<file path="config.mk">
export PLATFORM = sky130hd
export DESIGN_NAME = html_char_reference_decoder
export DESIGN_NICKNAME = d
export VERILOG_FILES = /design/src/hdl/hcr_pkg.sv /design/src/hdl/hcr_in_stage.sv /design/src/hdl/hcr_core.sv /design/src/hdl/html_char_reference_decoder.sv
export SDC_FILE = /design/constraint.sdc
export NUM_CORES = 1
export LEC_CHECK = 0
export BUFFER_PORTS_ARGS = -buffer_cell sky130_fd_sc_hd__buf_2
export CORE_UTILIZATION = 35
export CTS_BUF_LIST = sky130_fd_sc_hd__clkbuf_8
export DETAILED_ROUTE_END_ITERATION = 8
export PLACE_DENSITY_LB_ADDON = 0.05
export SYNTH_ARGS = -nofsm -noshare
export SYNTH_HDL_FRONTEND = slang
export SYNTH_SLANG_ARGS = --single-unit
</file>
<file path="constraint.sdc">
create_clock -name clk -period 4.5 [get_ports clk]
set_clock_uncertainty 0.2 [all_clocks]
set_input_delay 0.675 -clock clk [delete_from_list [all_inputs] [get_ports clk]]
set_output_delay 0.675 -clock clk [all_outputs]
set_load 0.01 [all_outputs]
</file>
<file path="src/hdl/hcr_pkg.sv">
// ----------------------------------------------------------------------------
// hcr_pkg
// Types, codes and name tables shared by the character reference decoder.
// ----------------------------------------------------------------------------
package hcr_pkg;

  localparam int unsigned CP_W = 31;
  localparam logic [CP_W-1:0] CP_MAX = {CP_W{1'b1}};
  localparam int unsigned NUM_NAMES = 4;

  // Result status codes
  localparam logic [1:0] ST_CONT = 2'd0;
  localparam logic [1:0] ST_DONE = 2'd1;
  localparam logic [1:0] ST_BAD  = 2'd2;

  // Input kind
  localparam logic FUNC_FEED    = 1'b0;
  localparam logic FUNC_RESTART = 1'b1;

  // Parser mode, one-hot
  typedef enum logic [6:0] {
    M_START = 7'b0000001,
    M_AMP   = 7'b0000010,
    M_NUM   = 7'b0000100,
    M_DEC   = 7'b0001000,
    M_HEX   = 7'b0010000,
    M_NAMED = 7'b0100000,
    M_DONE  = 7'b1000000
  } mode_t;

  typedef struct packed {
    logic       func;
    logic [7:0] ch;
  } item_t;

  typedef struct packed {
    logic [CP_W-1:0] code_point;
    logic            code_valid;
    logic [1:0]      status;
  } result_t;

  // Name index: 0 amp, 1 gt, 2 lt, 3 quot
  function automatic logic [2:0] name_len(input logic [1:0] idx);
    logic [2:0] len;
    case (idx)
      2'd0:    len = 3'd3;
      2'd1:    len = 3'd2;
      2'd2:    len = 3'd2;
      default: len = 3'd4;
    endcase
    return len;
  endfunction

  function automatic logic [7:0] name_code(input logic [1:0] idx);
    logic [7:0] code;
    case (idx)
      2'd0:    code = 8'h26;  // &
      2'd1:    code = 8'h3E;  // >
      2'd2:    code = 8'h3C;  // <
      default: code = 8'h22;  // "
    endcase
    return code;
  endfunction

  function automatic logic [7:0] name_char(input logic [1:0] idx, input logic [1:0] pos);
    logic [7:0] c;
    case ({idx, pos})
      4'b00_00: c = "a";
      4'b00_01: c = "m";
      4'b00_10: c = "p";
      4'b01_00: c = "g";
      4'b01_01: c = "t";
      4'b10_00: c = "l";
      4'b10_01: c = "t";
      4'b11_00: c = "q";
      4'b11_01: c = "u";
      4'b11_10: c = "o";
      4'b11_11: c = "t";
      default:  c = 8'h00;
    endcase
    return c;
  endfunction

endpackage

</file>
<file path="src/hdl/hcr_in_stage.sv">
// ----------------------------------------------------------------------------
// hcr_in_stage
// Input register: holds one item until the decoder core takes it.
// ----------------------------------------------------------------------------
module hcr_in_stage
  import hcr_pkg::*;
(
  input  logic  clk,
  input  logic  rst,
  input  logic  s_axis_tvalid,
  output logic  s_axis_tready,
  input  item_t s_item,
  input  logic  advance,
  output logic  in_valid,
  output item_t in_item
);

  assign s_axis_tready = !in_valid || advance;

  always_ff @(posedge clk) begin
    if (rst) begin
      in_valid <= 1'b0;
    end else if (s_axis_tvalid && s_axis_tready) begin
      in_valid <= 1'b1;
    end else if (advance) begin
      in_valid <= 1'b0;
    end
  end

  always_ff @(posedge clk) begin
    if (s_axis_tvalid && s_axis_tready) begin
      in_item <= s_item;
    end
  end

endmodule

</file>
<file path="src/hdl/hcr_core.sv">
// ----------------------------------------------------------------------------
// hcr_core
// Parser state and the per-byte update: mode step, numeric multiply-add with
// saturation and a parallel match against the four names.
// ----------------------------------------------------------------------------
module hcr_core
  import hcr_pkg::*;
(
  input  logic    clk,
  input  logic    rst,
  input  logic    fire,
  input  item_t   item,
  output result_t result
);

  mode_t           mode, mode_next;
  logic [CP_W-1:0] acc, acc_next;
  logic [3:0]      alive, alive_next;
  logic [2:0]      pos, pos_next;
  logic            failed, failed_next;

  logic [7:0]  c;
  logic        is_dec, is_hex, is_semi;
  logic [3:0]  dec_digit, hex_digit;
  logic [34:0] dec_sum, hex_sum;
  logic [CP_W-1:0] dec_sat, hex_sat;

  // name match
  logic [3:0]  cont_hits;
  logic        semi_hit;
  logic [7:0]  semi_code;
  logic [1:0]  name_st;
  logic        name_fail_set;
  logic        name_done;

  logic [1:0]  status;

  assign c       = item.ch;
  assign is_semi = (c == ";");
  assign is_dec  = (c >= "0") && (c <= "9");
  assign dec_digit = 4'(c - "0");

  always_comb begin
    is_hex    = 1'b1;
    hex_digit = 4'd0;
    if (is_dec) begin
      hex_digit = dec_digit;
    end else if (c >= "a" && c <= "f") begin
      hex_digit = 4'(c - "a" + 8'd10);
    end else if (c >= "A" && c <= "F") begin
      hex_digit = 4'(c - "A" + 8'd10);
    end else begin
      is_hex = 1'b0;
    end
  end

  assign dec_sum = 35'(acc) * 35'd10 + 35'(dec_digit);
  assign hex_sum = {acc, 4'b0000} + 35'(hex_digit);
  assign dec_sat = (dec_sum > 35'(CP_MAX)) ? CP_MAX : dec_sum[CP_W-1:0];
  assign hex_sat = (hex_sum > 35'(CP_MAX)) ? CP_MAX : hex_sum[CP_W-1:0];

  // Name state seen by the matcher; after '&' the name state is fresh.
  logic [3:0] m_alive;
  logic [2:0] m_pos;
  logic       m_failed;

  always_comb begin
    if (mode == M_AMP) begin
      m_alive  = 4'hF;
      m_pos    = 3'd0;
      m_failed = 1'b0;
    end else begin
      m_alive  = alive;
      m_pos    = pos;
      m_failed = failed;
    end
  end

  always_comb begin
    semi_hit  = 1'b0;
    semi_code = 8'h00;
    cont_hits = 4'h0;
    // walk down so the lowest matching name wins
    for (int i = NUM_NAMES - 1; i >= 0; i--) begin
      if (m_alive[i] && name_len(2'(i)) == m_pos) begin
        semi_hit  = 1'b1;
        semi_code = name_code(2'(i));
      end
      cont_hits[i] = m_alive[i] && (m_pos < name_len(2'(i)))
                     && (name_char(2'(i), m_pos[1:0]) == c);
    end
  end

  always_comb begin
    name_st       = ST_BAD;
    name_fail_set = 1'b0;
    name_done     = 1'b0;
    if (m_failed) begin
      name_st = ST_BAD;
    end else if (is_semi) begin
      if (semi_hit) begin
        name_st   = ST_DONE;
        name_done = 1'b1;
      end else begin
        name_fail_set = 1'b1;
      end
    end else if (cont_hits != 4'h0) begin
      name_st = ST_CONT;
    end else begin
      name_fail_set = 1'b1;
    end
  end

  always_comb begin
    mode_next   = mode;
    acc_next    = acc;
    alive_next  = alive;
    pos_next    = pos;
    failed_next = failed;
    status      = ST_BAD;
    unique case (mode)
      M_START: begin
        if (c == "&") begin
          mode_next = M_AMP;
          status    = ST_CONT;
        end
      end
      M_AMP, M_NAMED: begin
        if (mode == M_NAMED || (c != "#" && !is_semi)) begin
          mode_next = M_NAMED;
          if (mode == M_AMP) begin
            acc_next = '0;
          end
          status = name_st;
          if (name_fail_set) begin
            failed_next = 1'b1;
          end
          if (name_done) begin
            acc_next  = CP_W'(semi_code);
            mode_next = M_DONE;
          end else if (name_st == ST_CONT) begin
            alive_next = cont_hits;
            pos_next   = m_pos + 3'd1;
          end
        end else if (c == "#") begin
          mode_next = M_NUM;
          status    = ST_CONT;
        end
      end
      M_NUM: begin
        if (c == "x" || c == "X") begin
          mode_next = M_HEX;
          status    = ST_CONT;
        end else if (is_dec) begin
          mode_next = M_DEC;
          acc_next  = CP_W'(dec_digit);
          status    = ST_CONT;
        end
      end
      M_DEC: begin
        if (is_dec) begin
          acc_next = dec_sat;
          status   = ST_CONT;
        end else if (is_semi) begin
          mode_next = M_DONE;
          status    = ST_DONE;
        end
      end
      M_HEX: begin
        if (is_hex) begin
          acc_next = hex_sat;
          status   = ST_CONT;
        end else if (is_semi) begin
          mode_next = M_DONE;
          status    = ST_DONE;
        end
      end
      M_DONE: begin
        status = ST_BAD;
      end
      default: begin
        status = ST_BAD;
      end
    endcase
  end

  always_comb begin
    if (item.func == FUNC_RESTART) begin
      result.status     = ST_CONT;
      result.code_valid = 1'b0;
      result.code_point = '0;
    end else begin
      result.status     = status;
      result.code_valid = (mode_next == M_DONE);
      result.code_point = (mode_next == M_DONE) ? acc_next : '0;
    end
  end

  always_ff @(posedge clk) begin
    if (rst || (fire && item.func == FUNC_RESTART)) begin
      mode   <= M_START;
      acc    <= '0;
      alive  <= 4'hF;
      pos    <= 3'd0;
      failed <= 1'b0;
    end else if (fire) begin
      mode   <= mode_next;
      acc    <= acc_next;
      alive  <= alive_next;
      pos    <= pos_next;
      failed <= failed_next;
    end
  end

endmodule

</file>
<file path="src/hdl/html_char_reference_decoder.sv">
// ----------------------------------------------------------------------------
// html_char_reference_decoder
// Decodes one HTML character reference (decimal, hex or named) a byte at a
// time and reports a status and the code point for every byte.
//
//   channel  dir  tdata                                   tuser
//   s_axis   in   [7:0] ch                                [0] func
//   m_axis   out  [1:0] status, [2] code_valid,           -
//                 [33:3] code_point, [39:34] zero
//
// One item per cycle sustained while m_axis_tready is high; a result is
// offered once its item has passed the input register and then the result
// register. The parser state is updated in the cycle the core takes an item,
// so each byte sees the state left by the one before. A stalled result holds
// the result register and the input register, and s_axis_tready drops once
// both are full. rst clears the parser and both valid flags.
// ----------------------------------------------------------------------------
module html_char_reference_decoder
  import hcr_pkg::*;
(
  input  logic        clk,
  input  logic        rst,
  input  logic        s_axis_tvalid,
  output logic        s_axis_tready,
  input  logic [7:0]  s_axis_tdata,   // [7:0] ch
  input  logic        s_axis_tuser,   // [0] func
  output logic        m_axis_tvalid,
  input  logic        m_axis_tready,
  output logic [39:0] m_axis_tdata    // [1:0] status, [2] code_valid, [33:3] code_point
);

  item_t   s_item;
  item_t   in_item;
  logic    in_valid;
  logic    advance;
  logic    fire;
  result_t result;
  result_t out_result;

  assign s_item.func = s_axis_tuser;
  assign s_item.ch   = s_axis_tdata;

  // result register frees when empty or being taken
  assign advance = !m_axis_tvalid || m_axis_tready;
  assign fire    = in_valid && advance;

  hcr_in_stage u_in_stage (
    .clk           (clk),
    .rst           (rst),
    .s_axis_tvalid (s_axis_tvalid),
    .s_axis_tready (s_axis_tready),
    .s_item        (s_item),
    .advance       (advance),
    .in_valid      (in_valid),
    .in_item       (in_item)
  );

  hcr_core u_core (
    .clk    (clk),
    .rst    (rst),
    .fire   (fire),
    .item   (in_item),
    .result (result)
  );

  always_ff @(posedge clk) begin
    if (rst) begin
      m_axis_tvalid <= 1'b0;
    end else if (advance) begin
      m_axis_tvalid <= in_valid;
    end
  end

  always_ff @(posedge clk) begin
    if (fire) begin
      out_result <= result;
    end
  end

  assign m_axis_tdata = {6'b000000, out_result};

endmodule
</file>
==> results of run 1 <==
==> kinds of logic after synthesis <==
family | Yosys count
compound gates | 422
buf+inv | 99
mux | 6
flops | 91
other cells | 1
simple gates | 402
xor+xnor | 49
fa+ha+maj | 74
==> metrics by stage <==
step | cells | TNS [ns] | total power (W) | setup slack (ns) | hold WS, ns
floorplan | 1149 | 0 | 0.00100 | 0.0564 | 0.268
global placement | 1568 | -0.382 | 0.00106 | -0.208 | 0.290
detailed placement | 1568 | -0.301 | 0.00106 | -0.147 | 0.302
CTS | 1585 | 0 | 0.00171 | 0.000730 | 0.230
global route | 1590 | -0.0834 | 0.00175 | -0.0253 | 0.229
finish | 1590 | 0 | 0.00170 | 0.123 | 0.251
==> layer usage <==
metal  vias up  wire length (µm)  track usage, %  part of all wire (%)
li1       4573                 -               -                     -
met1      4352             16800            38.3                    53
met2       275             12500            32.8                    40
met3        25              1770            3.47                   5.6
met4         0               424            5.32                   1.3
met5         -                 0               0                     0
==> sequential cells by signal (all words and copies together) (netlist names) <==
signal               flops
u_core.mode              7
u_in_stage.in_valid      1
u_core.failed            1
u_in_stage.in_item       9
u_core.alive             4
m_axis_tdata            34
u_core.pos               3
u_core.acc              31
m_axis_tvalid            1
==> path summary, 6_finish.rpt <==
kind | to | slack, ns | depth (start not counted)
hold / removal | u_in_stage.in_item[5]$_DFFE_PP_ | 0.25 | 1
setup / recovery | u_core.acc[0]$_SDFFE_PP0P_ | 0.12 | 14
setup reg to reg | u_core.acc[0]$_SDFFE_PP0P_ | 0.12 | 14
hold reg to reg | u_core.pos[2]$_SDFFE_PP0P_ | 0.31 | 2
==> placed cells by master, fill, tap and decap left out, types with 6 or more instances in the layout <==
cell type and n:
a21oi_1 116, buf_4 114, nor2_1 113, nand2_1 92
o21ai_0 85, ha_1 60, buf_2 48, edfxtp_1 43
nor3_1 35, dfxtp_1 35, nand3_1 33, xnor2_1 28
inv_1 26, a31oi_1 23, a211oi_1 22, nand4_1 20
xor2_1 20, o211ai_1 18, and3_1 16, a21o_1 16
nor4_1 14, nand2b_1 11, o21a_1 11, o21ai_1 11
dfxtp_2 11, and2_1 10, a21oi_2 10, a41oi_1 10
clkbuf_8 9, or3_1 8, or2_2 8, or4_1 8
o221ai_1 8, nor2b_1 7, o31a_1 7, ha_2 7
a21boi_0 6, mux2i_1 6, conb_1 6
==> timing repair <==
action / CTS / global route
resized for setup: 8 / 56
pin swaps: 2 / 14
setup endpoints to repair: 16 / 31
buffers inserted: 1 / 4
cloned: 0 / 1
==> where the power goes <==
group	internal [W]	leakage (nW)	total [W]	switching (W)
registers	0.000884	0.790	0.000898	0.0000139
logic	0.0000484	3.18	0.000144	0.0000951
clock network	0.000313	0.109	0.000660	0.000347
total	0.00125	4.08	0.00170	0.000456
==> critical path: cells and delay by family (launching register included) <==
family          cells  cell delay (ns)
fa+ha+maj           3             0.75
compound gates      4             1.14
flops               1             0.35
xor+xnor            1             0.18
simple gates        5             1.52
buf+inv             1             0.16
==> cell type report <==
class                   instances  area share, %
multi-input cells             959           60.7
clock inverters                 7          0.864
well taps                     330           3.85
flip-flops and latches         91           21.2
clock buffers                   9           1.16
repair buffers                168           11.3
inverters                      26          0.911
==> key figures, run 1 <==
STA
  • Relative slew slack: 27.3%
  • Achievable clock frequency: 0.228 GHz
  • Pins Over Slew Limit: 0
  • Worst-Margin Slew: 1.09 ns
  • Final period utilization: 97.3%
  • Min cycle time layout: 4.38 ns
  • Final setup vio count: 0
  • RSZ-0062 raised after global routing: yes
  • Fin. Hold Viols: 0

Clock tree
  • Clock sink count: 91
  • Total CTS buffers: 9
  • CTS Buffer Depth: 2
  • Worst skew pair latency: 0.39 ns
  • Root Driver: clkbuf_8
  • CTS HTree Levels: 3
  • CTS clock-pin slew for the worst setup and hold paths: 0.11 ns
  • Post-CTS Hold Buffers: 0
  • CTS tree: built

Layout
  • Final nets: 1342
  • FF+latch area: 0.00227 mm²
  • Final non-filler cell area: 0.0107 mm²
  • Filler instances: 2614
  • Layout cells sized above 1: 21.4%
  • Area grow syn2layout: 20.1%
  • Area of the multi-input gates: 0.00650 mm²
  • Post-layout util: 42.7%
  • # diodes: 0

Synth
  • FFs w/ async S/R, synth: 0%
  • Adder-cell share of the synthesized area: 10.6%
  • Post-synth EDFFs: 43
  • Avg Cell Area, Syn: 7.79 µm²
  • Top-area cell type share of the netlist area: 14.5%
  • Post-synthesis mux area share: 0.674%
  • Post-Syn Instances: 1144
  • Post-synth top cells: 121 x a21oi_1, 113 x nor2_1, 92 x nand2_1
  • Synth Area in Compound Gates: 31.6%
  • Post-Syn Area: 0.00892 mm²
  • Flops & latches, synth: 91
  • Synth Warn #: 0
  • Simple-gate share of the synthesized area: 22.2%
  • Top post-synthesis cells by area: edfxtp_1 14%, dfxtp_1 11%, ha_1 10%
  • Top FF cell, synth: dfxtp_1
  • Biggest area consumer among synthesized cells: edfxtp_1
  • Largest family of logic cells by synthesized area: compound AO/OA/AOI/OAI gates
  • Count leader, synth: a21oi_1
  • Yosys cell types: 88
  • Register area share after synthesis: 25.3%
  • Xor/xnor share of the synthesized area: 4.81%

Global routing
  • Final global-route overflow total: 0
  • First-pass GRT wire length: 48700 µm
  • Pin count of the biggest net entering global routing: 82
  • Initial antenna violation count: 0
  • Vias in the first global route: 8335
  • Total track usage: 24.0%

Worst setup path
  • Required @ worst endpoint: 4.63 ns
  • CP Max Fanout: 6
  • CP max stage cell: or4b_4
  • Setup crit end kind: register
  • Crit path DAT: 4.51 ns
  • Crit path kind: register to register
  • Critical-path cell list: ha_4 > ha_4 > fa_2 > a21o_1 > a221o_2 > xnor2_2 > nand4b_1 > nor3_2 > or4b_4 > or2_4 > o311ai_4 > buf_12 > and2_1 > o31a_1
  • Most used cell, CP: ha_4
  • Startpoint Class: register
  • Crit Reg-Reg Startpoint: u_core.acc[1]$_SDFFE_PP0P_
  • Crit path from: u_core.acc[1]$_SDFFE_PP0P_
  • Crit path largest cell delay: 0.50 ns

Floorplanning
  • DIE HEIGHT: 162 µm
  • Core Box Area: 0.0251 mm²
  • Die area: 0.0261 mm²
  • Initial core utilization: 35.5%
  • # rows: 58
  • Die Wd: 162 µm
  • # IOs: 55

Drt
  • Number of DRC markers in iteration 0: 767
  • WL per Instance: 19.8 µm
  • Routed via count: 9225
  • Routed Wire Length: 31500 µm
  • Vias per inst: 5.80
  • DRC viols: 2
  • Final ANT Viol Nets: 0
  • 1st-pass router iterations: 8

Hold path
  • Worst Hold Class: primary input to register
  • Startpoint of the worst hold path: s_axis_tdata[5]

Power
  • Leak: 4.08 nW
  • PwrDens: 159 mW/mm²
  • VDD IR-drop max: 0.144 mV

Place
  • DP Area: 0.0102 mm²
  • Post-DP HPWL: 24100 µm
  • RePlAce Congestion: 0.874
  • Number of port buffers: 48

Status
  • Violated checks: design-rule violations
  • Status: finished, violations left

Run
  • Max-cap violations: 0
Note: power is estimated with default switching activity, not from simulation.
==> inputs of run 2 (changes only) <==
==> constraint.sdc (replaced) <==
create_clock -name clk -period 4.3 [get_ports clk]
set_clock_uncertainty 0.2 [all_clocks]
set_input_delay 0.645 -clock clk [delete_from_list [all_inputs] [get_ports clk]]
set_output_delay 0.645 -clock clk [all_outputs]
set_load 0.01 [all_outputs]
==> run 2 against run 1 <==
Compared with the run above:
- the run ends with negative setup slack left
- final cell count increased by 5.7%
- clock power rose by 11%
- clock-buffer cell count unchanged
- worst hold slack worse by 0.028 ns
==> key figures, run 2 (synthesis gave the netlist of run 1 again) <==
Status
  • Status: finished, violations left
  • Violated checks: negative setup slack

Worst setup path
  • Startpoint Class: register
  • CP Max Fanout: 6 (unchanged)
  • Crit path DAT: 4.41 ns (-0.10 ns)
  • Required @ worst endpoint: 4.33 ns (-0.30 ns)
  • Crit path kind: register to register
  • Setup crit end kind: register
  • Most used cell, CP: ha_4
  • Buf+Inv Stages, Crit Path: 2 (+1)
  • Crit path largest cell delay: 0.44 ns (-0.06 ns)
  • CP top delay family: compound AO/OA/AOI/OAI gates
  • Critical-path cell list: ha_4 > ha_4 > fa_2 > a21o_1 > a221o_2 > buf_4 > a41o_4 > xnor2_2 > or4_4 > nor4_4 > nand4b_1 > nand4bb_4 > a21oi_4 > clkbuf_16 > a41oi_1
  • CP max stage cell: or4_4

Floorplanning
  • Die Wd: 162 µm (unchanged)
  • Die area: 0.0261 mm² (unchanged)
  • Initial core utilization: 35.5% (unchanged)
  • Core Box Area: 0.0251 mm² (unchanged)
  • # rows: 58 (unchanged)
  • # IOs: 55 (unchanged)
  • DIE HEIGHT: 162 µm (unchanged)

Clock tree
  • Root Driver: clkbuf_8
  • Clock sink count: 91 (unchanged)
  • Total CTS buffers: 9 (unchanged)
  • CTS tree: built
  • Post-CTS Hold Buffers: 0 (unchanged)
  • CTS clock-pin slew for the worst setup and hold paths: 0.10 ns (about the same)
  • CTS Buffer Depth: 2 (unchanged)
  • Worst skew pair latency: 0.39 ns (about the same)
  • CTS HTree Levels: 3 (unchanged)

Run
  • Max-cap violations: 0 (unchanged)

Drt
  • Number of DRC markers in iteration 0: 648 (-16%)
  • Final ANT Viol Nets: 0 (unchanged)
  • WL per Instance: 19.4 µm (-2.1%)
  • Metal-1 WL: 17100 µm (+1.6%)
  • Top routing layer in use: met4
  • Routed via count: 9573 (+3.8%)
  • 1st-pass router iterations: 5 (-3)
  • Met3 wire len: 1690 µm (-4.1%)
  • DRC viols: 0 (-2)
  • Routed wl met2: 13400 µm (+7.6%)
  • Vias per inst: 5.70 (-1.8%)
  • Routed Wire Length: 32600 µm (+3.4%)

Layout
  • Filler instances: 2595 (-0.73%)
  • Layout cells sized above 1: 27.0% (+5.5 points)
  • Area grow syn2layout: 29.0%
  • Final nets: 1433 (+6.8%)
  • Max reg flops: 34 (unchanged)
  • Commonest non-fill, non-tap cell in the layout: buf_4
  • Most frequent cells in the layout: 197 x buf_4, 113 x nor2_1, 111 x a21oi_1, 92 x nand2_1, 86 x o21ai_0
  • # diodes: 0 (unchanged)

STA
  • Fin. Hold Viols: 0 (unchanged)
  • Final period utilization: 102% (+4.8 points)
  • RSZ-0062 raised after global routing: yes
  • Worst hold slack: 0.223 ns (-0.0276 ns)
  • Min cycle time layout: 4.39 ns (+0.00990 ns)
  • Worst-Margin Slew: 1.09 ns (-0.00394 ns)
  • Pins Over Slew Limit: 0 (unchanged)
  • Achievable clock frequency: 0.228 GHz (-0.23%)
  • Relative slew slack: 27.6% (+0.26 points)
  • Worst Setup Slack, final: -0.0868 ns (-0.210 ns)
  • Final setup vio count: 23 (+23)

Place
  • Number of port buffers: 48 (unchanged)
  • RePlAce Congestion: 0.842 (-3.6%)
  • Post-DP HPWL: 25100 µm (+4.2%)

Power
  • VDD IR-drop max: 0.125 mV (-13%)
  • Leak: 4.61 nW (+13%)
  • PwrDens: 159 mW/mm² (about the same)
  • Pwr Total: 0.00183 W (+7.4%)

Global routing
  • First-pass GRT wire length: 50600 µm (+4.0%)
  • Vias in the first global route: 8911 (+6.9%)
  • Final global-route overflow total: 0 (unchanged)
  • Pin count of the biggest net entering global routing: 65 (-21%)
  • Initial antenna violation count: 0 (unchanged)
  • Total track usage: 24.7% (+0.79 points)

Hold path
  • Worst Hold Class: primary input to register
-- run 2: changes by cell type in the layout (fill, tap and decap cells not counted), moves of 4 or more --
cell	previous run	this run
ha_2	7	2
ha_1	60	66
dfxtp_1	35	39
a21oi_1	116	111
buf_4	114	197
a21oi_2	10	14
dfxtp_2	11	7
buf_6	1	8
-- run 2: final timing paths --
check                           slack (ns)  depth (start not counted)                       start                         endpoint
worst max-delay path                 -0.09                         15  u_core.acc[1]$_SDFFE_PP0P_      u_core.acc[18]$_SDFFE_PP0P_
worst min register to register        0.33                          2  u_core.pos[2]$_SDFFE_PP0P_       u_core.pos[2]$_SDFFE_PP0P_
worst max register to register       -0.09                         15  u_core.acc[1]$_SDFFE_PP0P_      u_core.acc[18]$_SDFFE_PP0P_
worst min-delay path                  0.22                          1             s_axis_tdata[3]  u_in_stage.in_item[3]$_DFFE_PP_
-- run 2: cell type report --
type                       instances  area [µm²]  area share, %
tap                              330         413           3.59
sequential                        91        2270           19.7
multi-input combinational        959        6580           57.2
clock buffer                       9         124           1.08
timing repair buffer             259        1920           16.7
clock inverter                     6         106          0.924
inverter                          26        97.6          0.848
-- run 2: stage by stage --
| step | instance area [µm²] | util, % | setup slack (ns) | TNS (ns) | std cells |
|---|---|---|---|---|---|
| 3_3_place_gp | 10800 | 43.0 | -0.275 | -4.25 | 1647 |
| 6_report | 11500 | 45.8 | -0.0868 | -1.07 | 1680 |
| 3_5_place_dp | 10800 | 43.0 | -0.282 | -4.44 | 1647 |
| 4_1_cts | 11300 | 45.1 | -0.133 | -1.61 | 1675 |
| 5_1_grt | 11500 | 45.8 | -0.210 | -4.32 | 1680 |
| 2_1_floorplan | 8970 | - | 0.0216 | 0 | 1149 |
-- run 2: worst reg2reg max path, delay by kind of cell (launching register included) --
kind            cells  cell delay (ns)
compound gates      5             1.23
xor+xnor            1             0.16
fa+ha+maj           3             0.76
buf+inv             2             0.36
flops               1             0.36
simple gates        4             1.17
-- run 2: per-layer routing --
layer	global-route usage, %	up-vias
li1	-	4744
met5	0	-
met3	3.31	17
met1	38.3	4538
met2	35.9	274
met4	5.10	0
-- run 2: repair_timing --
action                                  in CTS  in global routing
cloned                                       1                  1
pin swaps                                   25                 16
endpoints found under the setup margin      30                 31
setup buffers                               13                  5
resized for setup                           43                 30
-- run 2: power by group --
| group | switching, W | leakage, nW | internal [W] |
|---|---|---|---|
| sequential | 0.0000138 | 0.788 | 0.000925 |
| combinational | 0.000103 | 3.71 | 0.0000545 |
| clock | 0.000350 | 0.118 | 0.000381 |
==> inputs of run 3 (changes only) <==
--- a/config.mk
+++ b/config.mk
@@ -7,7 +7,7 @@
 export LEC_CHECK = 0
 export BUFFER_PORTS_ARGS = -buffer_cell sky130_fd_sc_hd__buf_2
 export CORE_UTILIZATION = 35
-export CTS_BUF_LIST = sky130_fd_sc_hd__clkbuf_8
+export CTS_BUF_LIST = sky130_fd_sc_hd__clkbuf_2
 export DETAILED_ROUTE_END_ITERATION = 8
 export PLACE_DENSITY_LB_ADDON = 0.05
 export SYNTH_ARGS = -nofsm -noshare
==> run 3 against run 2 <==
Compared with the run above:
- the flow still finishes with violations (negative setup slack)
- clock power decreased by 20%
- final cell count rose by 0.77%
- setup slack lost 0.017 ns
- first-iteration DRC count up 8.5%
- worst hold slack got worse by 0.15 ns
- largest power group unchanged
==> key figures, run 3 (synthesis gave the netlist of run 1 again) <==
Drt
  • DRC viols: 0 (unchanged)
  • Routed via count: 9611 (+0.40%)
  • Vias per inst: 5.68 (-0.37%)
  • WL per Instance: 19.2 µm (-1.1%)
  • Met3 wire len: 1570 µm (-7.6%)
  • Top routing layer in use: met4
  • Number of DRC markers in iteration 0: 703 (+8.5%)
  • Routed wl met2: 13500 µm (+0.36%)
  • 1st-pass router iterations: 5 (unchanged)
  • Routed Wire Length: 32500 µm (-0.30%)
  • Metal-1 WL: 17100 µm (about the same)
  • Final ANT Viol Nets: 0 (unchanged)

Global routing
  • Pin count of the biggest net entering global routing: 65 (unchanged)
  • Vias in the first global route: 8909 (-0.022%)
  • Initial antenna violation count: 1 (+1)
  • Final global-route overflow total: 0 (unchanged)
  • First-pass GRT wire length: 50600 µm (unchanged)
  • Total track usage: 24.8% (about the same)

Power
  • VDD IR-drop max: 0.102 mV (-18%)
  • Internal Pwr Total: 0.00123 W (-9.3%)
  • Seq pwr share: 55.8% (+4.4 points)
  • Clock Power Share: 34.6% (-5.4 points)
  • Combinational Power Share: 9.7% (+1.1 points)
  • Pwr Total: 0.00168 W (-7.8%)
  • PwrDens: 146 mW/mm² (-8.2%)
  • Leak: 4.60 nW (-0.21%)
  • Sw Ratio: 26.7% (+1.2 points)
  • Switching Power: 0.000450 W (-3.4%)

Floorplanning
  • # IOs: 55 (unchanged)
  • Die area: 0.0261 mm² (unchanged)
  • # rows: 58 (unchanged)
  • Core Box Area: 0.0251 mm² (unchanged)
  • DIE HEIGHT: 162 µm (unchanged)
  • Die Wd: 162 µm (unchanged)
  • Initial core utilization: 35.5% (unchanged)

Place
  • Number of port buffers: 48 (unchanged)
  • DP Area: 0.0108 mm² (unchanged)
  • Post-DP HPWL: 25100 µm (unchanged)
  • Pre-CTS setup slack: -0.282 ns (unchanged)
  • RePlAce Congestion: 0.842 (unchanged)

STA
  • Fin. Hold Viols: 0 (unchanged)
  • Pins Over Slew Limit: 0 (unchanged)
  • Worst Setup Slack, final: -0.104 ns (-0.0168 ns)
  • Min cycle time layout: 4.40 ns (+0.0168 ns)
  • Worst-Margin Slew: 1.03 ns (-0.0566 ns)
  • Relative slew slack: 31.3% (+3.8 points)
  • Achievable clock frequency: 0.227 GHz (-0.38%)
  • RSZ-0062 raised after global routing: yes
  • Final setup vio count: 17 (-26%)
  • Final period utilization: 102% (+0.39 points)

Clock tree
  • Worst skew pair latency: 0.63 ns (+0.24 ns)
  • CTS HTree Levels: 3 (unchanged)
  • Total CTS buffers: 9 (unchanged)
  • Clock sink count: 91 (unchanged)
  • CTS Buffer Depth: 2 (unchanged)
  • CTS clock-pin slew for the worst setup and hold paths: 0.29 ns (+0.19 ns)
  • CTS tree: built
  • Root Driver: clkbuf_2

Worst setup path
  • Crit path capture: u_core.acc[9]$_SDFFE_PP0P_
  • Crit Reg-Reg Startpoint: u_core.acc[1]$_SDFFE_PP0P_
  • FF-to-FF End: u_core.acc[9]$_SDFFE_PP0P_
  • R2R setup slack: -0.10 ns (-0.02 ns)
  • CP Max Fanout: 5 (-1)
  • Setup crit end kind: register
  • Crit path DAT: 4.72 ns (+0.31 ns)
  • Crit path from: u_core.acc[1]$_SDFFE_PP0P_
  • Startpoint Class: register
  • Required @ worst endpoint: 4.61 ns (+0.28 ns)
  • FF-to-FF path depth: 16 (+1)
  • Crit path kind: register to register

Layout
  • Final nets: 1445 (+0.84%)
  • Layout cells sized above 1: 27.2% (+0.28 points)
  • Most frequent cells in the layout: 199 x buf_4, 113 x nor2_1, 111 x a21oi_1, 92 x nand2_1, 87 x o21ai_0
  • Max reg flops: 34 (unchanged)
  • Area grow syn2layout: 29.6%
  • Post-layout util: 46.0% (+0.19 points)
  • Commonest non-fill, non-tap cell in the layout: buf_4
  • Final non-filler cell area: 0.0116 mm² (+0.42%)

Status
  • Violated checks: negative setup slack
  • Status: finished, violations left

Hold path
  • Worst Hold Class: primary input to register

Run
  • Max-cap violations: 0 (unchanged)
-- run 3: cell count changes in the layout (fill, tap and decap cells not counted), sizes merged --
cell         before  now
dlygate4sd3       0   11
buf             258  260
diode             0    1
inv              27   26
-- run 3: cell type report --
cell class | instances | area [µm²]
Sequential cell | 91 | 2280
Clock inverter | 5 | 103
Multi-Input combinational cell | 959 | 6590
Fill cell | 2584 | 13600
Inverter | 26 | 97.6
Clock buffer | 10 | 50.0
Antenna cell | 1 | 2.50
Tap cell | 330 | 413
Timing Repair Buffer | 271 | 2020
-- run 3: power groups by stage --
stage / registers, W / clock network (W) / logic (W)
final: 0.000940 / 0.000582 / 0.000163
after CTS: 0.000941 / 0.000598 / 0.000161
after detailed placement: 0.000960 / 0 / 0.000151
after floorplan: 0.000965 / 0 / 0.0000842
after global routing: 0.000943 / 0.000634 / 0.000177
after global placement: 0.000960 / 0 / 0.000150
-- run 3: worst max-delay path: stages, from the launching register on --
cell and delay [ns]:
dfxtp_4 0.40, ha_4 0.24, ha_4 0.16, fa_2 0.34, a21o_1 0.19, a221o_2 0.42, buf_6 0.14, a21oi_2 0.12
xor2_1 0.09, or4_4 0.44, or4b_4 0.52, buf_6 0.14, nor3_2 0.14, nand4b_1 0.16, buf_6 0.18, and2_4 0.17
o31a_1 0.29
-- run 3: what timing repair did --
item	in CTS	in global routing
setup buffers	14	5
endpoints found under the setup margin	30	31
hold buffers	11	0
endpoints found under the hold margin	11	0
pin swaps	20	20
resized for setup	47	32
cloned	1	0
-- run 3: how the worst min path moves through the flow --
stage                                 startpoint                           end  slack, ns  cells past startpoint
finish                             m_axis_tready    m_axis_tvalid$_SDFFE_PP0P_       0.07                      4
global route                       m_axis_tready    m_axis_tvalid$_SDFFE_PP0P_       0.09                      4
global placement      u_core.pos[2]$_SDFFE_PP0P_    u_core.pos[2]$_SDFFE_PP0P_       0.29                      2
CTS                                m_axis_tready    m_axis_tvalid$_SDFFE_PP0P_       0.04                      4
floorplan            u_core.mode[0]$_SDFFE_PP1P_   u_core.mode[0]$_SDFFE_PP1P_       0.27                      2
detailed placement  u_core.alive[2]$_SDFFE_PP1P_  u_core.alive[2]$_SDFFE_PP1P_       0.30                      2
-- run 3: metrics by stage --
stage	hold slack, ns	std cells	TNS, ns
final	0.0690	1693	-0.696
after floorplan	0.268	1149	0
after CTS	0.0351	1687	-1.54
after global placement	0.291	1647	-4.25
after detailed placement	0.303	1647	-4.44
after global routing	0.0890	1693	-4.33
-- run 3: routing by layer --
layer  vias up  GRT usage [%]
met5         -              0
met4         0           4.46
met3        19           2.98
met2       240           36.4
met1      4579           38.3
li1       4773              -
